[src/design/adp_pkg.sv]
// Shared types and constants for the argmax dot product stream block.
// Used by every module of the block; depends on nothing.
package adp_pkg;

   localparam int COORD_W     = 16;
   localparam int PROD_W      = 2 * COORD_W;
   localparam int SUM_W       = 36;
   localparam int SCORE_W     = 34;
   localparam int INDEX_W     = 10;
   localparam int CSR_INDEX_W = 4;
   localparam int RSP_DATA_W  = 48;
   localparam int QUEUE_DEPTH = 4;
   localparam int QPTR_W      = 2;
   localparam int QCNT_W      = 3;

   localparam logic signed [SCORE_W-1:0] SCORE_MAX = {1'b0, {(SCORE_W-1){1'b1}}};
   localparam logic signed [SCORE_W-1:0] SCORE_MIN = {1'b1, {(SCORE_W-1){1'b0}}};

   typedef struct packed {
      logic signed [SCORE_W-1:0] score;
      logic [INDEX_W-1:0]        index;
      logic                      scored;
      logic                      last;
   } entry_type;

endpackage

[src/design/adp_front.sv]
// Front end: weight registers, point counting, products and clamped score.
// Two register stages; depends on adp_pkg.
module adp_front #(
   parameter int DIMENSIONS = 4,
   parameter int MAX_POINTS = 1024
) (
   input  logic                                  clock,
   input  logic                                  reset,
   input  logic                                  csr_write,
   input  logic [adp_pkg::CSR_INDEX_W-1:0]       csr_index,
   input  logic [adp_pkg::COORD_W-1:0]           csr_data,
   input  logic                                  in_accept,
   input  logic [DIMENSIONS*adp_pkg::COORD_W-1:0] in_data,
   input  logic                                  in_last,
   output logic                                  out_push,
   output adp_pkg::entry_type                    out_entry,
   output logic [1:0]                            inflight
);
   import adp_pkg::*;

   localparam int CNT_W = $clog2(MAX_POINTS + 1);

   logic signed [COORD_W-1:0] weight_ff [DIMENSIONS];
   logic [CNT_W-1:0]          count_ff, count_in;
   logic                      scored;

   logic                      s1_valid_ff;
   logic signed [PROD_W-1:0]  s1_prod_ff [DIMENSIONS];
   logic [INDEX_W-1:0]        s1_index_ff;
   logic                      s1_scored_ff;
   logic                      s1_last_ff;

   logic                      s2_valid_ff;
   entry_type                 s2_entry_ff, s2_entry_in;
   logic signed [SUM_W-1:0]   sum;

   always_ff @(posedge clock) begin
      if (reset) begin
         for (int k = 0; k < DIMENSIONS; k++) weight_ff[k] <= '0;
      end else if (csr_write) begin
         for (int k = 0; k < DIMENSIONS; k++) begin
            if (csr_index == CSR_INDEX_W'(k)) weight_ff[k] <= csr_data;
         end
      end
   end

   assign scored = (count_ff < CNT_W'(MAX_POINTS));

   always_comb begin
      count_in = count_ff;
      if (in_accept) begin
         if (in_last) begin
            count_in = '0;
         end else if (scored) begin
            count_in = count_ff + CNT_W'(1);
         end
      end
   end

   always_ff @(posedge clock) begin
      if (reset) begin
         count_ff    <= '0;
         s1_valid_ff <= 1'b0;
         s2_valid_ff <= 1'b0;
      end else begin
         count_ff    <= count_in;
         s1_valid_ff <= in_accept;
         s2_valid_ff <= s1_valid_ff;
      end
   end

   always_ff @(posedge clock) begin
      for (int k = 0; k < DIMENSIONS; k++) begin
         s1_prod_ff[k] <= $signed(in_data[k*COORD_W +: COORD_W]) * weight_ff[k];
      end
      s1_index_ff  <= INDEX_W'(count_ff);
      s1_scored_ff <= scored;
      s1_last_ff   <= in_last;
      s2_entry_ff  <= s2_entry_in;
   end

   always_comb begin
      sum = '0;
      for (int k = 0; k < DIMENSIONS; k++) begin
         sum = sum + SUM_W'(s1_prod_ff[k]);
      end
      s2_entry_in.index  = s1_index_ff;
      s2_entry_in.scored = s1_scored_ff;
      s2_entry_in.last   = s1_last_ff;
      if (sum > SUM_W'(SCORE_MAX)) begin
         s2_entry_in.score = SCORE_MAX;
      end else if (sum < SUM_W'(SCORE_MIN)) begin
         s2_entry_in.score = SCORE_MIN;
      end else begin
         s2_entry_in.score = SCORE_W'(sum);
      end
   end

   assign out_push  = s2_valid_ff;
   assign out_entry = s2_entry_ff;
   assign inflight  = {1'b0, s1_valid_ff} + {1'b0, s2_valid_ff};

endmodule

[src/design/adp_queue.sv]
// Short queue of point entries between front end and back end.
// Depends on adp_pkg for the entry type and depth.
module adp_queue (
   input  logic                        clock,
   input  logic                        reset,
   input  logic                        push,
   input  adp_pkg::entry_type          push_entry,
   input  logic                        pop,
   output logic                        head_valid,
   output adp_pkg::entry_type          head_entry,
   output logic [adp_pkg::QCNT_W-1:0]  count
);
   import adp_pkg::*;

   entry_type          slot_ff [QUEUE_DEPTH];
   logic [QPTR_W-1:0]  wr_ptr_ff;
   logic [QPTR_W-1:0]  rd_ptr_ff;
   logic [QCNT_W-1:0]  count_ff, count_in;

   always_comb begin
      count_in = count_ff;
      if (push && !pop) begin
         count_in = count_ff + QCNT_W'(1);
      end else if (pop && !push) begin
         count_in = count_ff - QCNT_W'(1);
      end
   end

   always_ff @(posedge clock) begin
      if (reset) begin
         wr_ptr_ff <= '0;
         rd_ptr_ff <= '0;
         count_ff  <= '0;
      end else begin
         if (push) wr_ptr_ff <= wr_ptr_ff + QPTR_W'(1);
         if (pop)  rd_ptr_ff <= rd_ptr_ff + QPTR_W'(1);
         count_ff <= count_in;
      end
   end

   always_ff @(posedge clock) begin
      if (push) slot_ff[wr_ptr_ff] <= push_entry;
   end

   assign head_valid = (count_ff != '0);
   assign head_entry = slot_ff[rd_ptr_ff];
   assign count      = count_ff;

endmodule

[src/design/adp_back.sv]
// Back end: running best compare, saturation tracking and result register.
// Depends on adp_pkg.
module adp_back (
   input  logic                                clock,
   input  logic                                reset,
   input  logic                                head_valid,
   input  adp_pkg::entry_type                  head_entry,
   output logic                                pop,
   output logic                                rsp_valid,
   input  logic                                rsp_ready,
   output logic [adp_pkg::INDEX_W-1:0]         rsp_index,
   output logic signed [adp_pkg::SCORE_W-1:0]  rsp_score,
   output logic                                rsp_saturated
);
   import adp_pkg::*;

   logic signed [SCORE_W-1:0] best_value_ff;
   logic [INDEX_W-1:0]        best_pos_ff;
   logic                      sat_ff;
   logic                      take;
   logic signed [SCORE_W-1:0] next_value;
   logic [INDEX_W-1:0]        next_pos;
   logic                      next_sat;

   logic                      out_valid_ff, out_valid_in;
   logic signed [SCORE_W-1:0] out_score_ff;
   logic [INDEX_W-1:0]        out_index_ff;
   logic                      out_sat_ff;

   assign pop  = head_valid && (!head_entry.last || !out_valid_ff || rsp_ready);
   assign take = head_entry.scored && (head_entry.score > best_value_ff);

   always_comb begin
      next_value = take ? head_entry.score : best_value_ff;
      next_pos   = take ? head_entry.index : best_pos_ff;
      next_sat   = sat_ff | !head_entry.scored;
   end

   always_comb begin
      out_valid_in = out_valid_ff;
      if (pop && head_entry.last) begin
         out_valid_in = 1'b1;
      end else if (rsp_ready) begin
         out_valid_in = 1'b0;
      end
   end

   always_ff @(posedge clock) begin
      if (reset) begin
         best_value_ff <= '0;
         best_pos_ff   <= '0;
         sat_ff        <= 1'b0;
         out_valid_ff  <= 1'b0;
      end else begin
         out_valid_ff <= out_valid_in;
         if (pop) begin
            if (head_entry.last) begin
               best_value_ff <= '0;
               best_pos_ff   <= '0;
               sat_ff        <= 1'b0;
            end else begin
               best_value_ff <= next_value;
               best_pos_ff   <= next_pos;
               sat_ff        <= next_sat;
            end
         end
      end
   end

   always_ff @(posedge clock) begin
      if (pop && head_entry.last) begin
         out_score_ff <= next_value;
         out_index_ff <= next_pos;
         out_sat_ff   <= next_sat;
      end
   end

   assign rsp_valid     = out_valid_ff;
   assign rsp_index     = out_index_ff;
   assign rsp_score     = out_score_ff;
   assign rsp_saturated = out_sat_ff;

endmodule

[src/design/argmax_dot_product_stream.sv]
// Argmax of weighted dot products over a stream of points.
// Path: a last point passes s1, s2 and the queue; a result register then drives rsp_tvalid.
// Throughput: one point per cycle when req_tready is high; back-end best compare is the recurrence.
// Reset: synchronous, clears weights, point count, running best and all queued points.
// Depends on adp_pkg, adp_front, adp_queue, adp_back.
module argmax_dot_product_stream #(
   parameter int DIMENSIONS = 4,
   parameter int MAX_POINTS = 1024
) (
   input  logic                                   clock,
   input  logic                                   reset,
   input  logic                                   req_tvalid,
   output logic                                   req_tready,
   input  logic [DIMENSIONS*adp_pkg::COORD_W-1:0] req_tdata,   // coord_0 .. coord_N-1
   input  logic                                   req_tlast,   // last_point
   output logic                                   rsp_tvalid,
   input  logic                                   rsp_tready,
   output logic [adp_pkg::RSP_DATA_W-1:0]         rsp_tdata,   // best_index, best_score, zero pad
   output logic                                   rsp_tuser,   // count_saturated
   input  logic                                   csr_valid,
   output logic                                   csr_ready,
   input  logic [adp_pkg::CSR_INDEX_W-1:0]        csr_index,
   input  logic [adp_pkg::COORD_W-1:0]            csr_data
);
   import adp_pkg::*;

   logic                      req_accept;
   logic                      push;
   entry_type                 push_entry;
   logic [1:0]                inflight;
   logic                      pop;
   logic                      head_valid;
   entry_type                 head_entry;
   logic [QCNT_W-1:0]         q_count;
   logic [INDEX_W-1:0]        rsp_index;
   logic signed [SCORE_W-1:0] rsp_score;

   assign csr_ready  = 1'b1;
   assign req_tready = ((QCNT_W+1)'(q_count) + (QCNT_W+1)'(inflight))
                       < (QCNT_W+1)'(QUEUE_DEPTH);
   assign req_accept = req_tvalid && req_tready;

   adp_front #(
      .DIMENSIONS (DIMENSIONS),
      .MAX_POINTS (MAX_POINTS)
   ) u_front (
      .clock     (clock),
      .reset     (reset),
      .csr_write (csr_valid && csr_ready),
      .csr_index (csr_index),
      .csr_data  (csr_data),
      .in_accept (req_accept),
      .in_data   (req_tdata),
      .in_last   (req_tlast),
      .out_push  (push),
      .out_entry (push_entry),
      .inflight  (inflight)
   );

   adp_queue u_queue (
      .clock      (clock),
      .reset      (reset),
      .push       (push),
      .push_entry (push_entry),
      .pop        (pop),
      .head_valid (head_valid),
      .head_entry (head_entry),
      .count      (q_count)
   );

   adp_back u_back (
      .clock         (clock),
      .reset         (reset),
      .head_valid    (head_valid),
      .head_entry    (head_entry),
      .pop           (pop),
      .rsp_valid     (rsp_tvalid),
      .rsp_ready     (rsp_tready),
      .rsp_index     (rsp_index),
      .rsp_score     (rsp_score),
      .rsp_saturated (rsp_tuser)
   );

   assign rsp_tdata = {(RSP_DATA_W - SCORE_W - INDEX_W)'(0), rsp_score, rsp_index};

endmodule

[config.mk]
export PLATFORM = sky130hd
export DESIGN_NAME = argmax_dot_product_stream
export DESIGN_NICKNAME = d
export VERILOG_FILES = /design/src/design/adp_pkg.sv /design/src/design/adp_front.sv /design/src/design/adp_queue.sv /design/src/design/adp_back.sv /design/src/design/argmax_dot_product_stream.sv
export SDC_FILE = /design/constraint.sdc
export NUM_CORES = 2
export LEC_CHECK = 0
export BUFFER_PORTS_ARGS = -buffer_cell sky130_fd_sc_hd__buf_2
export CAP_MARGIN = 10
export CORE_UTILIZATION = 25
export DETAILED_ROUTE_END_ITERATION = 7
export PLACE_DENSITY_LB_ADDON = 0.08
export RECOVER_POWER = 100
export SETUP_SLACK_MARGIN = 0.15
export SYNTH_ARGS = -nofsm -noshare
export SYNTH_HDL_FRONTEND = slang
export SYNTH_SLANG_ARGS = --single-unit
[constraint.sdc]
create_clock -name clock -period 5.91 [get_ports clock]
set_input_delay 0.591 -clock clock [delete_from_list [all_inputs] [get_ports clock]]
set_output_delay 0.591 -clock clock [all_outputs]
set_load 0.01 [all_outputs]
==> results.toml <==
[grt]
grt_max_degree = 68
grt_pass1_wl_um = 281000
grt_pass1_vias = 45500
overflow = 0
antenna_found_initial = 18
track_usage_pct = 15.2

[floorplanning]
initial_core_util_pct = 25.2
die_x_um = 494
core_area_mm2 = 0.241
pin_count = 142
die_area_mm2 = 0.244
die_h_um = 494
rows = 180

[drt]
drt.antenna.violating_nets = 0
drtIter0Drc = 1545
via_per_inst = 4.19
drc = 0
vias = 41600
routedWlPerCell_um = 18.4
finalWirelength_um = 182000
firstDrtPassIters = 5

[clock_network]
htree_num_levels = 3
cts_max_path_buffers = 3
clk_pin_slew_worst_paths_ns = 0.06
cts.sinks = 547
cts_tree = "built"
clk_latency_ns = 0.69
cts_buffers = 72
root_buffer = "clkbuf_16"

[finish]
synthToLayoutAreaGrowth_pct = 25.9
final_cell_area_mm2 = 0.0763
drive_gt1_share_pct = 22.4
nets = 8282
fillCellCount = 24900

[yosys]
synth_area_mm2 = 0.0606
synthTopCellsByCount = "1206 x inv_1, 1083 x fa_1, 667 x nand2_1"
synth-edff-count = 293
synth_seq_cells = 547
synth_area_per_cell_um2 = 10.4
synthDistinctLibCells = 75
synth-main-ff-cell = "edfxtp_1"
synthMostInstantiatedCell = "inv_1"
synth_top_area_share_pct = 35.8
async_flop_share_pct = 0
synth.largest_area_cell = "fa_1"
ys_seq_area_share_pct = 22.9
synthCells = 5817
yosysWarnings = 0
netlist_top_cells_area = "fa_1 36%, edfxtp_1 15%, ha_1 9.0%"

[critical_path]
critPathMaxFanout = 4
rrSetupSlack_ns = -0.34
worstSetupPathType = "reg -> reg"
reg2reg_depth = 24
r2r-end = "u_front.s1_prod_ff[1][31]$_DFF_P_"
critPathRequiredTime_ns = 6.45
arrival_ns = 6.79
crit_path_end_kind = "flop"
critical_path.startpoint_type = "flop"
rr_startpoint = "u_front.weight_ff[1][4]$_SDFFCE_PN0P_"

[sta]
fmax_mhz = 160
fin_ws_ns = -0.341
worst_slew_pin_slew_ns = 3.28
relSlewSlack_pct = -119
period_share_pct = 106
fin_skew_ns = 0.0490
drv_slew = 205
setup_viol = 50
layout_min_cycle_time_ns = 6.25
timing_hold_violations_final = 0
rsz0062_at_grt = "true"

[placed_design]
dp.final_hpwl_um = 152000
gp_congestion = 0.794
portBuffers = 136
place_area_mm2 = 0.0711

[min_path]
hp-class = "in -> reg"
holdPathStages = 1
min_to = "u_front.s1_last_ff$_DFF_P_"
hold_path_startpoint = "req_tlast"

[status]
status = "complete, but fails checks"
violations = "capacitance limit, slew limit, setup timing"

[run]
cap_violations = 5
## final cells by class
type	instances	area [um2]	area share, %
Multi-Input combinational cell	3886	43700	57.2
Sequential cell	547	13900	18.2
Timing Repair Buffer	960	7750	10.2
Inverter	1206	4530	5.94
Tap cell	3185	3990	5.22
Clock buffer	94	1970	2.59
Clock inverter	40	463	0.607
Antenna cell	12	30.0	0.0393
## routing by layer
layer  global-route usage [%]  vias up  wire length [um]  part of all wire, %
met5                        0        -                13               0.0071
li1                         -    19800                 -                    -
met2                     25.6      452             88200                   48
met3                     1.54      136              4480                  2.5
met1                     21.2    21200             86500                   47
met4                     2.53        2              3010                  1.7
## worst max path at each step
stage	from	to	slack, ns	cells after the start
after floorplan	req_tdata[53]	u_front.s1_prod_ff[3][30]$_DFF_P_	-0.07	24
after global placement	req_tdata[39]	u_front.s1_prod_ff[2][30]$_DFF_P_	-0.83	26
after detailed placement	req_tdata[41]	u_front.s1_prod_ff[2][30]$_DFF_P_	-0.73	25
after CTS	u_front.weight_ff[1][11]$_SDFFCE_PN0P_	u_front.s1_prod_ff[1][31]$_DFF_P_	-0.32	21
after global routing	u_front.weight_ff[1][4]$_SDFFCE_PN0P_	u_front.s1_prod_ff[1][31]$_DFF_P_	-0.52	24
final	u_front.weight_ff[1][4]$_SDFFCE_PN0P_	u_front.s1_prod_ff[1][31]$_DFF_P_	-0.34	24
## layout by cell type, fill, tap and decap left out, drive strengths merged, types with 8 or more instances in the layout
master and count:
ha 436, mux4 45, o21bai 37, nand2b 79, clkbuf 180, nand2 667, and3 18, or2 8
inv 1216, edfxtp 293, a21o 92, o31ai 8, dfxtp 254, a31o 13, nand3 20, a21oi 159
buf 874, mux2 13, a2111oi 9, fa 1083, nor3 27, nand4 26, clkinv 21, a211oi 17
nor2b 16, xor2 54, a31oi 16, and2 470, xnor2 156, o21ai 132, o21a 23, diode 12
a22o 44, nor2 117
## sequential cells by signal, indices dropped and copies added (netlist names), named ones only
name	flops
u_front.out_entry	46
u_front.s1_last_ff	1
u_front.s1_index_ff	10
u_front.s1_prod_ff	128
u_queue.rd_ptr_ff	2
u_back.best_value_ff	34
u_back.best_pos_ff	10
u_back.rsp_score	34
u_back.rsp_valid	1
u_front.out_push	1
u_queue.slot_ff	184
u_back.sat_ff	1
u_back.rsp_index	10
u_front.s1_valid_ff	1
u_queue.count	3
u_back.rsp_saturated	1
u_front.weight_ff	64
u_queue.wr_ptr_ff	2
u_front.s1_scored_ff	1
u_front.count_ff	11
## worst max-delay path: stages, from the launching register on
cell,delay [ns]
edfxtp_1,0.37
buf_4,0.17
clkbuf_16,0.16
buf_4,0.10
nand2_1,0.07
fa_1,0.54
inv_1,0.05
fa_1,0.47
inv_1,0.06
fa_1,0.48
fa_1,0.54
fa_1,0.50
inv_1,0.05
fa_1,0.45
ha_1,0.33
inv_1,0.09
o21bai_1,0.09
a21oi_2,0.22
o21a_1,0.17
a31o_4,0.14
o31ai_4,0.10
or4_4,0.43
a31o_4,0.24
a31o_2,0.20
xnor2_1,0.11
## through the flow
step / util (%) / setup TNS, ns / instances / hold WS (ns) / setup slack (ns)
CTS: 31.2 / -2.78 / 9873 / 0.0503 / -0.321
finish: 31.7 / -4.23 / 9930 / 0.128 / -0.341
floorplan: - / -0.187 / 5820 / 0.310 / -0.0680
global route: 31.7 / -40.26 / 9925 / 0.0971 / -0.522
global placement: 29.5 / -30.91 / 9682 / 0.310 / -0.830
detailed placement: 29.5 / -29.27 / 9682 / 0.312 / -0.734
## repair_timing
item / in CTS / in global routing
resized for setup: 240 / 299
cloned: 5 / 6
pin swaps: 143 / 201
endpoints found under the setup margin: 91 / 99
hold buffers: 0 / 0
buffers inserted: 52 / 39
endpoints found under the hold margin: 0 / 0
## cells by family after synthesis
group                      count (synthesis)  synth area share [%]
adders and majority gates               1519                  44.8
and+or+nand+nor                         1478                  12.0
buffers and inverters                   1387                  8.64
AOI/OAI and AO/OA                        612                  6.69
DFF                                      547                  22.9
xor gates and xnor gates                 210                  3.03
muxes                                     62                  1.98
other                                      2                0.0124
Power is not shown: default switching activity piles up to over one toggle a cycle in this logic, so the estimate is an artifact.
